$ cat src/design/rhc_pkg.sv
`default_nettype none

package rhc_pkg;

    // channel width of the pixel stream
    localparam int CHANNEL_BITS = 8;

    // hue and saturation are 16-bit fractions
    localparam int FRAC_BITS = 16;

    // long division split over this many register stages
    localparam int DIV_STAGES = 4;
    localparam int BITS_PER_STAGE = FRAC_BITS / DIV_STAGES;

    // 6*spread fits in CHANNEL_BITS+3 bits
    localparam int HUE_DEN_W = CHANNEL_BITS + 3;

    typedef struct packed {
        logic [CHANNEL_BITS-1:0] red;
        logic [CHANNEL_BITS-1:0] green;
        logic [CHANNEL_BITS-1:0] blue;
    } t_pixel;

    typedef struct packed {
        logic [FRAC_BITS-1:0]    hue;
        logic [FRAC_BITS-1:0]    saturation;
        logic [CHANNEL_BITS-1:0] brightness;
    } t_hsv;

    // partial state of both divisions as it travels down the pipe
    typedef struct packed {
        logic [HUE_DEN_W-1:0]    hue_rem;
        logic [HUE_DEN_W-1:0]    hue_den;
        logic [FRAC_BITS-1:0]    hue_q;
        logic [CHANNEL_BITS-1:0] sat_rem;
        logic [CHANNEL_BITS-1:0] sat_den;
        logic [FRAC_BITS-1:0]    sat_q;
        logic                    sat_full;
        logic [CHANNEL_BITS-1:0] brightness;
    } t_div_work;

endpackage

`default_nettype wire

$ cat src/design/rhc_div_stage.sv
`default_nettype none

module rhc_div_stage (
    input  logic              i_clk,
    input  logic              i_rst_n,
    input  logic              i_valid,
    output logic              o_ready,
    input  rhc_pkg::t_div_work i_work,
    output logic              o_valid,
    input  logic              i_ready,
    output rhc_pkg::t_div_work o_work
);
    import rhc_pkg::*;

    logic      r_valid;
    t_div_work r_work;
    t_div_work n_work;

    // BITS_PER_STAGE restoring division steps for hue and saturation side by side
    always_comb begin
        logic [HUE_DEN_W:0]    hue_r2;
        logic [CHANNEL_BITS:0] sat_r2;
        n_work = i_work;
        for (int k = 0; k < BITS_PER_STAGE; k++) begin
            hue_r2 = {n_work.hue_rem, 1'b0};
            if (hue_r2 >= {1'b0, n_work.hue_den}) begin
                hue_r2 = hue_r2 - {1'b0, n_work.hue_den};
                n_work.hue_q = {n_work.hue_q[FRAC_BITS-2:0], 1'b1};
            end else begin
                n_work.hue_q = {n_work.hue_q[FRAC_BITS-2:0], 1'b0};
            end
            n_work.hue_rem = hue_r2[HUE_DEN_W-1:0];

            sat_r2 = {n_work.sat_rem, 1'b0};
            if (sat_r2 >= {1'b0, n_work.sat_den}) begin
                sat_r2 = sat_r2 - {1'b0, n_work.sat_den};
                n_work.sat_q = {n_work.sat_q[FRAC_BITS-2:0], 1'b1};
            end else begin
                n_work.sat_q = {n_work.sat_q[FRAC_BITS-2:0], 1'b0};
            end
            n_work.sat_rem = sat_r2[CHANNEL_BITS-1:0];
        end
    end

    assign o_ready = !r_valid || i_ready;

    always_ff @(posedge i_clk) begin
        if (!i_rst_n) begin
            r_valid <= 1'b0;
        end else if (o_ready) begin
            r_valid <= i_valid;
        end
    end

    always_ff @(posedge i_clk) begin
        if (o_ready && i_valid) begin
            r_work <= n_work;
        end
    end

    assign o_valid = r_valid;
    assign o_work  = r_work;

endmodule

`default_nettype wire

$ cat src/design/rgb_to_hsv_converter_core.sv
`default_nettype none

// rgb to hsv pixel converter: takes one pixel of three unsigned 8-bit channels per request
// and returns hue and saturation as 16-bit fractions plus brightness (the largest channel).
// the pipe accepts one pixel every clock while its output is not stalled. its stages are
// one stage for max/min and sector, one for the hue numerator and divisor,
// then four stages of the 16-step long division (four quotient bits per stage, hue and
// saturation divided side by side). every stage has its own valid bit and a stage loads
// whenever it is empty or its successor moves, so bubbles collapse and a stalled output
// holds its request without losing anything. black pixels give hue and saturation 0, grey
// pixels give hue 0, and a non-black pixel with a zero channel gives saturation 65535.

module rgb_to_hsv_converter_core (
    input  logic           i_clk,
    input  logic           i_rst_n,
    input  logic           i_in_valid,
    output logic           o_in_ready,
    input  rhc_pkg::t_pixel i_in_req,
    output logic           o_out_valid,
    input  logic           i_out_ready,
    output rhc_pkg::t_hsv   o_out_req
);
    import rhc_pkg::*;

    // signed numerator width: covers 6*spread and negative channel differences
    localparam int NUM_W = CHANNEL_BITS + 4;

    typedef enum logic [1:0] {
        SEC_RED,
        SEC_GREEN,
        SEC_BLUE
    } t_sector;

    // ---------------- stage 1: max, min, sector ----------------
    logic                    r_s1_valid;
    logic [CHANNEL_BITS-1:0] r_s1_hi;
    logic [CHANNEL_BITS-1:0] r_s1_spread;
    t_sector                 r_s1_sector;
    logic [CHANNEL_BITS:0]   r_s1_diff;

    logic [CHANNEL_BITS-1:0] n_s1_hi;
    logic [CHANNEL_BITS-1:0] n_s1_lo;
    t_sector                 n_s1_sector;
    logic [CHANNEL_BITS:0]   n_s1_diff;
    logic                    s1_ready;

    always_comb begin
        n_s1_hi = i_in_req.red;
        n_s1_lo = i_in_req.red;
        if (i_in_req.green > n_s1_hi) n_s1_hi = i_in_req.green;
        if (i_in_req.blue  > n_s1_hi) n_s1_hi = i_in_req.blue;
        if (i_in_req.green < n_s1_lo) n_s1_lo = i_in_req.green;
        if (i_in_req.blue  < n_s1_lo) n_s1_lo = i_in_req.blue;

        // ties go to red first, then green
        if (i_in_req.red == n_s1_hi) begin
            n_s1_sector = SEC_RED;
            n_s1_diff   = {1'b0, i_in_req.green} - {1'b0, i_in_req.blue};
        end else if (i_in_req.green == n_s1_hi) begin
            n_s1_sector = SEC_GREEN;
            n_s1_diff   = {1'b0, i_in_req.blue} - {1'b0, i_in_req.red};
        end else begin
            n_s1_sector = SEC_BLUE;
            n_s1_diff   = {1'b0, i_in_req.red} - {1'b0, i_in_req.green};
        end
    end

    assign o_in_ready = s1_ready;

    always_ff @(posedge i_clk) begin
        if (!i_rst_n) begin
            r_s1_valid <= 1'b0;
        end else if (s1_ready) begin
            r_s1_valid <= i_in_valid;
        end
    end

    always_ff @(posedge i_clk) begin
        if (s1_ready && i_in_valid) begin
            r_s1_hi     <= n_s1_hi;
            r_s1_spread <= n_s1_hi - n_s1_lo;
            r_s1_sector <= n_s1_sector;
            r_s1_diff   <= n_s1_diff;
        end
    end

    // ---------------- stage 2: hue numerator, divisors ----------------
    logic      r_s2_valid;
    t_div_work r_s2_work;
    t_div_work n_s2_work;
    logic      s2_ready;

    logic [NUM_W-1:0] spread_x;
    logic [NUM_W-1:0] six_spread;
    logic [NUM_W-1:0] sector_base;
    logic [NUM_W-1:0] hue_num;

    always_comb begin
        spread_x   = {4'b0, r_s1_spread};
        six_spread = (spread_x << 2) + (spread_x << 1);
        case (r_s1_sector)
            SEC_GREEN: sector_base = spread_x << 1;
            SEC_BLUE:  sector_base = spread_x << 2;
            default:   sector_base = '0;
        endcase
        hue_num = sector_base + {{3{r_s1_diff[CHANNEL_BITS]}}, r_s1_diff};
        // wrap a negative numerator into the last sixth of the turn
        if (hue_num[NUM_W-1]) begin
            hue_num = hue_num + six_spread;
        end

        n_s2_work            = '0;
        n_s2_work.brightness = r_s1_hi;

        // grey pixel: divide 0 by 1 so the hue quotient comes out 0
        if (r_s1_spread == '0) begin
            n_s2_work.hue_rem = '0;
            n_s2_work.hue_den = HUE_DEN_W'(1);
        end else begin
            n_s2_work.hue_rem = hue_num[HUE_DEN_W-1:0];
            n_s2_work.hue_den = six_spread[HUE_DEN_W-1:0];
        end

        // min of zero gives exactly one, which clips to all ones
        n_s2_work.sat_full = (r_s1_hi != '0) && (r_s1_spread == r_s1_hi);
        n_s2_work.sat_rem  = n_s2_work.sat_full ? '0 : r_s1_spread;
        n_s2_work.sat_den  = (r_s1_hi == '0) ? CHANNEL_BITS'(1) : r_s1_hi;
    end

    assign s1_ready = !r_s1_valid || s2_ready;

    always_ff @(posedge i_clk) begin
        if (!i_rst_n) begin
            r_s2_valid <= 1'b0;
        end else if (s2_ready) begin
            r_s2_valid <= r_s1_valid;
        end
    end

    always_ff @(posedge i_clk) begin
        if (s2_ready && r_s1_valid) begin
            r_s2_work <= n_s2_work;
        end
    end

    // ---------------- stages 3..6: pipelined long division ----------------
    logic      div_valid [DIV_STAGES+1];
    logic      div_ready [DIV_STAGES+1];
    t_div_work div_work  [DIV_STAGES+1];

    assign div_valid[0] = r_s2_valid;
    assign div_work[0]  = r_s2_work;
    assign s2_ready     = !r_s2_valid || div_ready[0];

    for (genvar g = 0; g < DIV_STAGES; g++) begin : g_div
        rhc_div_stage u_stage (
            .i_clk   (i_clk),
            .i_rst_n (i_rst_n),
            .i_valid (div_valid[g]),
            .o_ready (div_ready[g]),
            .i_work  (div_work[g]),
            .o_valid (div_valid[g+1]),
            .i_ready (div_ready[g+1]),
            .o_work  (div_work[g+1])
        );
    end

    // ---------------- output request ----------------
    assign div_ready[DIV_STAGES] = i_out_ready;
    assign o_out_valid           = div_valid[DIV_STAGES];

    always_comb begin
        o_out_req.hue        = div_work[DIV_STAGES].hue_q;
        o_out_req.saturation = div_work[DIV_STAGES].sat_full ? '1
                                                             : div_work[DIV_STAGES].sat_q;
        o_out_req.brightness = div_work[DIV_STAGES].brightness;
    end

endmodule

`default_nettype wire

$ cat config.mk
export PLATFORM = sky130hd
export DESIGN_NAME = rgb_to_hsv_converter_core
export DESIGN_NICKNAME = d
export VERILOG_FILES = /design/src/design/rhc_pkg.sv /design/src/design/rhc_div_stage.sv /design/src/design/rgb_to_hsv_converter_core.sv
export SDC_FILE = /design/constraint.sdc
export NUM_CORES = 1
export LEC_CHECK = 0
export ABC_AREA = 1
export BUFFER_PORTS_ARGS = -buffer_cell sky130_fd_sc_hd__buf_2
export CORE_MARGIN = 10
export CORE_UTILIZATION = 50
export CTS_BUF_LIST = sky130_fd_sc_hd__clkbuf_8
export DETAILED_ROUTE_END_ITERATION = 12
export GPL_TIMING_DRIVEN = 0
export PLACE_DENSITY = 0.66
export SYNTH_ARGS = -nofsm -noshare
export SYNTH_HDL_FRONTEND = slang
export SYNTH_SLANG_ARGS = --single-unit
export TNS_END_PERCENT = 20
$ cat constraint.sdc
create_clock -name i_clk -period 20.2 [get_ports i_clk]
set_clock_uncertainty 0.05 [all_clocks]
set_input_delay 4.04 -clock i_clk [delete_from_list [all_inputs] [get_ports i_clk]]
set_output_delay 4.04 -clock i_clk [all_outputs]
set_load 0.005 [all_outputs]
=== Yosys cells after proc, flatten, opt, wreduce, memory -nomap -nowiden ===
Cells that the tools add are included.
W data, S select, Z words.

* Register bits after elaboration: 310
* Word-level logic and storage cells: 222
* Bits of input ports: 28
* Output and inout port bits: 42

* Mux-type cells: 72
* $lt $le $gt $ge: 36
* Equality and inequality tests: 5
* Reductions and logical operators: 22
* Add/sub/neg operators: 37

{| class="wikitable"
|+ Operator list
! operator !! number
|-
| $ge A12 B11 Y1 || 16
|-
| $mux W11 || 16
|-
| $sub A11 B11 Y11 || 15
|-
| $mux W8 || 19
|-
| $ge A9 B8 Y1 || 16
|-
| $sub A8 B8 Y8 || 16
|-
| $mux W1 || 32
|-
| $sub A8 B8 Y9 || 3
|-
| $eq A8 B8 Y1 || 3
|-
| $pmux W10 S2 || 1
|-
| $mux W9 || 2
|-
| $gt A8 B8 Y1 || 2
|-
| $logic_not A8 Y1 || 2
|-
| $lt A8 B8 Y1 || 2
|-
| $mux W16 || 1
|-
| $add A11 B9 Y12 || 1
|-
| $add A10 B9 Y11 || 1
|-
| $add A11 B11 Y11 || 1
|-
| $reduce_bool A8 Y1 || 1
|-
| $logic_and A1 B1 Y1 || 7
|-
| $logic_not A1 Y1 || 6
|-
| $logic_or A1 B1 Y1 || 6
|-
| $eq A2 B1 Y1 const B || 1
|-
| $eq A2 B2 Y1 const B || 1
|-
| $mux W2 || 1
|}

=== Depth between registers and ports, before layout ===
* Depth in word-level cells: 8
* Mapped depth: 48
* Mapped depth without buffers: 47

=== Modules after synthesis ===
From an unflattened synthesis, not the netlist that was laid out.

* Cells, all modules: 4355
* Area total of the unflattened synthesis: 34688.3 sq um

{| class="wikitable"
|+ Modules (own cells, without submodules)
! module !! instances !! seq. area each (sq um) !! cells each !! area an instance (sq um)
|-
| rhc_div_stage (g_div[0].u_stage ...) || 2 || 2392.3 || 870 || 6993.0
|-
| rhc_div_stage (g_div[1].u_stage) || 1 || 2392.3 || 866 || 6932.9
|-
| rgb_to_hsv_converter_core || 1 || 2262.2 || 890 || 6892.9
|-
| rhc_div_stage (g_div[3].u_stage) || 1 || 2392.3 || 859 || 6876.6
|}

=== Worst setup path after synthesis ===
OpenSTA, ideal clock, no wires.

* Path type: input -> output
* Start: input port i_out_ready
* End: output port o_in_ready
* Buffers on the path: 0
* Stages: 10
* Data arrival time: 4.888 ns
* Setup slack: 11.222 ns
* Data required time: 16.110 ns
* Cells stage by stage: nor2_1 > inv_1 > nor2_1 > inv_1 > nor2_1 > inv_1 > nor2_1 > inv_1 > nor2_1 > nand2_1

* Cells in the longest elaborated chain, start to end: 6

{| class="wikitable"
|+ RTL lines
! item !! line !! source
|-
| start, declared || rgb_to_hsv_converter_core.sv:20 || <nowiki>input logic i_out_ready,</nowiki>
|-
| $logic_or A1 B1 Y1 (4 in series) || rhc_div_stage.sv:45 || <nowiki>assign o_ready = !r_valid || i_ready;</nowiki>
|-
| $logic_or A1 B1 Y1 || rgb_to_hsv_converter_core.sv:153 || <nowiki>assign s2_ready = !r_s2_valid || div_ready[0];</nowiki>
|-
| $logic_or A1 B1 Y1 || rgb_to_hsv_converter_core.sv:130 || <nowiki>assign s1_ready = !r_s1_valid || s2_ready;</nowiki>
|-
| end, declared || rgb_to_hsv_converter_core.sv:17 || <nowiki>output logic o_in_ready,</nowiki>
|}

Every way passes these cells.

=== Final worst setup path ===
Same ends and word-level chain as after synthesis.

==> summary.md <==
| Metric | Value |
|---|---|
| Hold Violations, Final | `0` |
| Worst-Skew Late Latency | `between 0.6 and 0.7 ns` |
| Clock tree sinks | `310` |
| Placeable Area | `approximately 0.058 mm^2` |
| CTS Hold Bufs | `0` |
| Initial antenna violation count | `1` |
| CTS tree | `yes` |
| Layout cell share with drive strength beyond 1 | `0.09730` |
| DR WL/cell | `14.55 um` |
| First-pass GRT wire length | `113200 um` |
| Max Cap Viol | `0` |
| DRC | `0` |
| Critical path's slowest cell | `nor2_1` |
| Clock transition at path regs | `0.06 ns` |
| Top cell by count, worst path | `nor2_1` |
| Nature of the critical path endpoint | `output port` |
| Area share of the largest cell type after synthesis | `0.3107` |
| Starting Density | `0.5073` |
| Delay-heaviest family, CP | `simple AND/OR/NAND/NOR gates` |
| Antenna Nets Post-Route | `0` |
| Status | `finished clean` |
| Peak per-stage delay on the critical path | `0.27 ns` |
| Area Overhead vs Synth | `8.433%` |
| Fillers | `5510` |
| Final GP Congestion | `0.9041` |
| YS warnings | `0` |
| Endpoints failing setup | `0` |
| Largest net degree at the start of global routing | `between 60 and 70` |
| Resize count post-CTS | `0` |
| CTS Buf Count | `54` |
| Post-detail-place hpwl | `around 55000 um` |
| RSZ-0062 raised after global routing | `no` |
| Initial DRC Count | `1266` |
| Yosys reg bits | `between 300 and 400` |
| Die Height | `262.4 um` |
| Post-synthesis net count | `4155` |
| IO Pins | `70` |
| Buf+Inv Stages, Crit Path | `6` |
| Slew Viols, Final | `0` |
| Postcts setup bufs | `0` |
| Worst EP required | `16.11 ns` |
| Worst Path Max Fanout | `3` |
| Rel. slew slack | `0.3494` |
| Setup TNS after final layout | `0 ns` |
| Final WL | `68270 um` |
| Fmax | `103.2 MHz` |
| Die width | `262.4 um` |
| Layout net count | `approximately 4.3k` |
| Area leader, netlist | `edfxtp_1` |
| Fin crit period | `9.686 ns` |
| Buffer levels on the longest clock path | `3` |
| Cell Area, Synth | `0.02938 mm^2` |
| HP Class | `flip-flop to flip-flop` |
| Cells after Synth | `3753` |
| Vias per Instance | `5.241` |
| Period utilization | `0.4795` |
| Port Buf Inserts | `69` |
| WS Path Type | `primary input to output port` |
| WP data arrival | `5.60 ns` |
| Post-Syn Area per Cell | `slightly below 8 um^2` |
| Vias | `about 25k` |
| Number of global-route vias before repair | `23.26k` |
| Post-synth cell types | `64` |
| Sequential share of the synthesized area | `0.3148` |
| GRT overflow | `0` |
| Area contributors post-synth | `edfxtp_1, ha_1, nand2_1` |
| Total GRT Usage | `0.1938` |
| TritonRoute pass-1 iters | `7` |
| Die outline area | `approximately 0.07 mm^2` |
| Site Rows | `88` |
| Root buf cell | `clkbuf_8` |
| Slew at the pin with the worst max-slew slack | `0.9748 ns` |
| CP Launch Type | `primary input` |
| H-tree Lvls | `2` |
| Crit-path cells | `buf_2 -> nor2_1 -> inv_1 -> nor2_1 -> inv_1 -> nor2_1 -> inv_1 -> nor2_1 -> inv_1 -> nor2_1 -> nand2_1 -> buf_2` |
| Area occupied by multi-input gates | `0.01776 mm^2` |
| Area occupied by registers | `roughly 0.009 mm^2` |
==> cells by family (layout without fill, tap and decap cells) <==
| family | Yosys count | after routing | share of synthesized area |
|---|---|---|---|
| xor+xnor | 269 | 269 | 0.08020 |
| buf+inv | 577 | 750 | 0.08143 |
| fa+ha+maj | 374 | 374 | 0.1631 |
| other cells | 0 | 2 | 0 |
| simple gates | 1551 | 1551 | 0.2301 |
| flops | 310 | 310 | 0.3148 |
| compound gates | 672 | 672 | 0.1304 |
==> synthesized netlist by cell type (all sizes together) <==
master / count
a211oi: 8
a21boi: 7
a21o: 13
a21oi: 298
a221oi: 3
a31o: 2
a31oi: 12
a41o: 2
a41oi: 1
buf: 61
clkbuf: 12
clkinv: 1
dfxtp: 6
edfxtp: 304
fa: 15
ha: 359
inv: 503
nand2: 973
nand3: 181
nand3b: 9
nand4: 40
nor2: 252
nor3: 52
nor4: 7
o2111ai: 11
o211a: 1
o211ai: 17
o21a: 7
o21ai: 247
o21bai: 23
o221ai: 2
o22ai: 1
o311ai: 2
o31ai: 13
o32ai: 2
or2: 36
or3: 1
xnor2: 84
xor2: 185
==> layer usage <==
metal	wire length (um)	GRT usage	share of wire
met1	32070	0.2544	0.47
met2	31410	0.3241	0.46
met3	3016	0.02833	0.044
met4	1769	0.05874	0.026
met5	0	0	0
==> area by class of cell <==
| cell class | instances | area share |
|---|---|---|
| multi-input combinational | 2866 | 0.5575 |
| tap | 765 | 0.03005 |
| clock buffer | 54 | 0.02333 |
| buffer | 73 | 0.01532 |
| sequential | 310 | 0.2903 |
| inverter | 504 | 0.05986 |
| timing repair buffer | 75 | 0.01508 |
| antenna | 2 | 0.0001571 |
| clock inverter | 44 | 0.008366 |
==> state kept, by name (all words and copies together), names as in the netlist <==
name,cells
g_div.u_stage.o_work,230
div_work,47
r_s1_diff,9
r_s1_hi,8
r_s1_spread,8
g_div.u_stage.o_valid,4
r_s1_sector,2
r_s1_valid,1
r_s2_valid,1
==> cells in the final DEF, fill, tap and decap left out, drive strengths merged, types with 8 or more instances in the layout <==
cell type,n
a211oi,8
a21o,13
a21oi,298
a31oi,12
buf,136
clkbuf,66
clkinv,26
edfxtp,304
fa,15
ha,359
inv,515
nand2,973
nand3,181
nand3b,9
nand4,40
nor2,252
nor3,52
o2111ai,11
o211ai,17
o21ai,247
o21bai,23
o31ai,13
or2,36
xnor2,84
xor2,185
==> path summary, 6_finish.rpt <==
path / startpoint / end / slack [ns] / cells past startpoint
setup / recovery: i_out_ready / o_in_ready / 10.51 / 12
hold / removal: g_div[0].u_stage.o_work[8] / g_div[1].u_stage.o_work[8] / 0.34 / 0
setup reg to reg: g_div[0].u_stage.o_work[57] / g_div[1].u_stage.o_work[76] / 11.66 / 44
hold reg to reg: g_div[0].u_stage.o_work[8] / g_div[1].u_stage.o_work[8] / 0.34 / 0
==> through the flow <==
| stage | std cells | util | cell area, um^2 | hold slack [ns] | worst slack [ns] |
|---|---|---|---|---|---|
| after floorplan | 3753 | - | 29380 | 0.3503 | 11.22 |
| after global placement | 4587 | 0.5297 | 30680 | 0.3509 | 10.88 |
| after detailed placement | 4593 | 0.5325 | 30840 | 0.3545 | 10.50 |
| after CTS | 4691 | 0.5499 | 31850 | 0.3106 | 10.48 |
| after global routing | 4692 | 0.5500 | 31850 | 0.3380 | 10.31 |
| final | 4693 | 0.5500 | 31860 | 0.3443 | 10.51 |
Power is left out: the tool's default activity adds up to more than one toggle a clock period on the data nets, which glitch-free logic cannot reach.
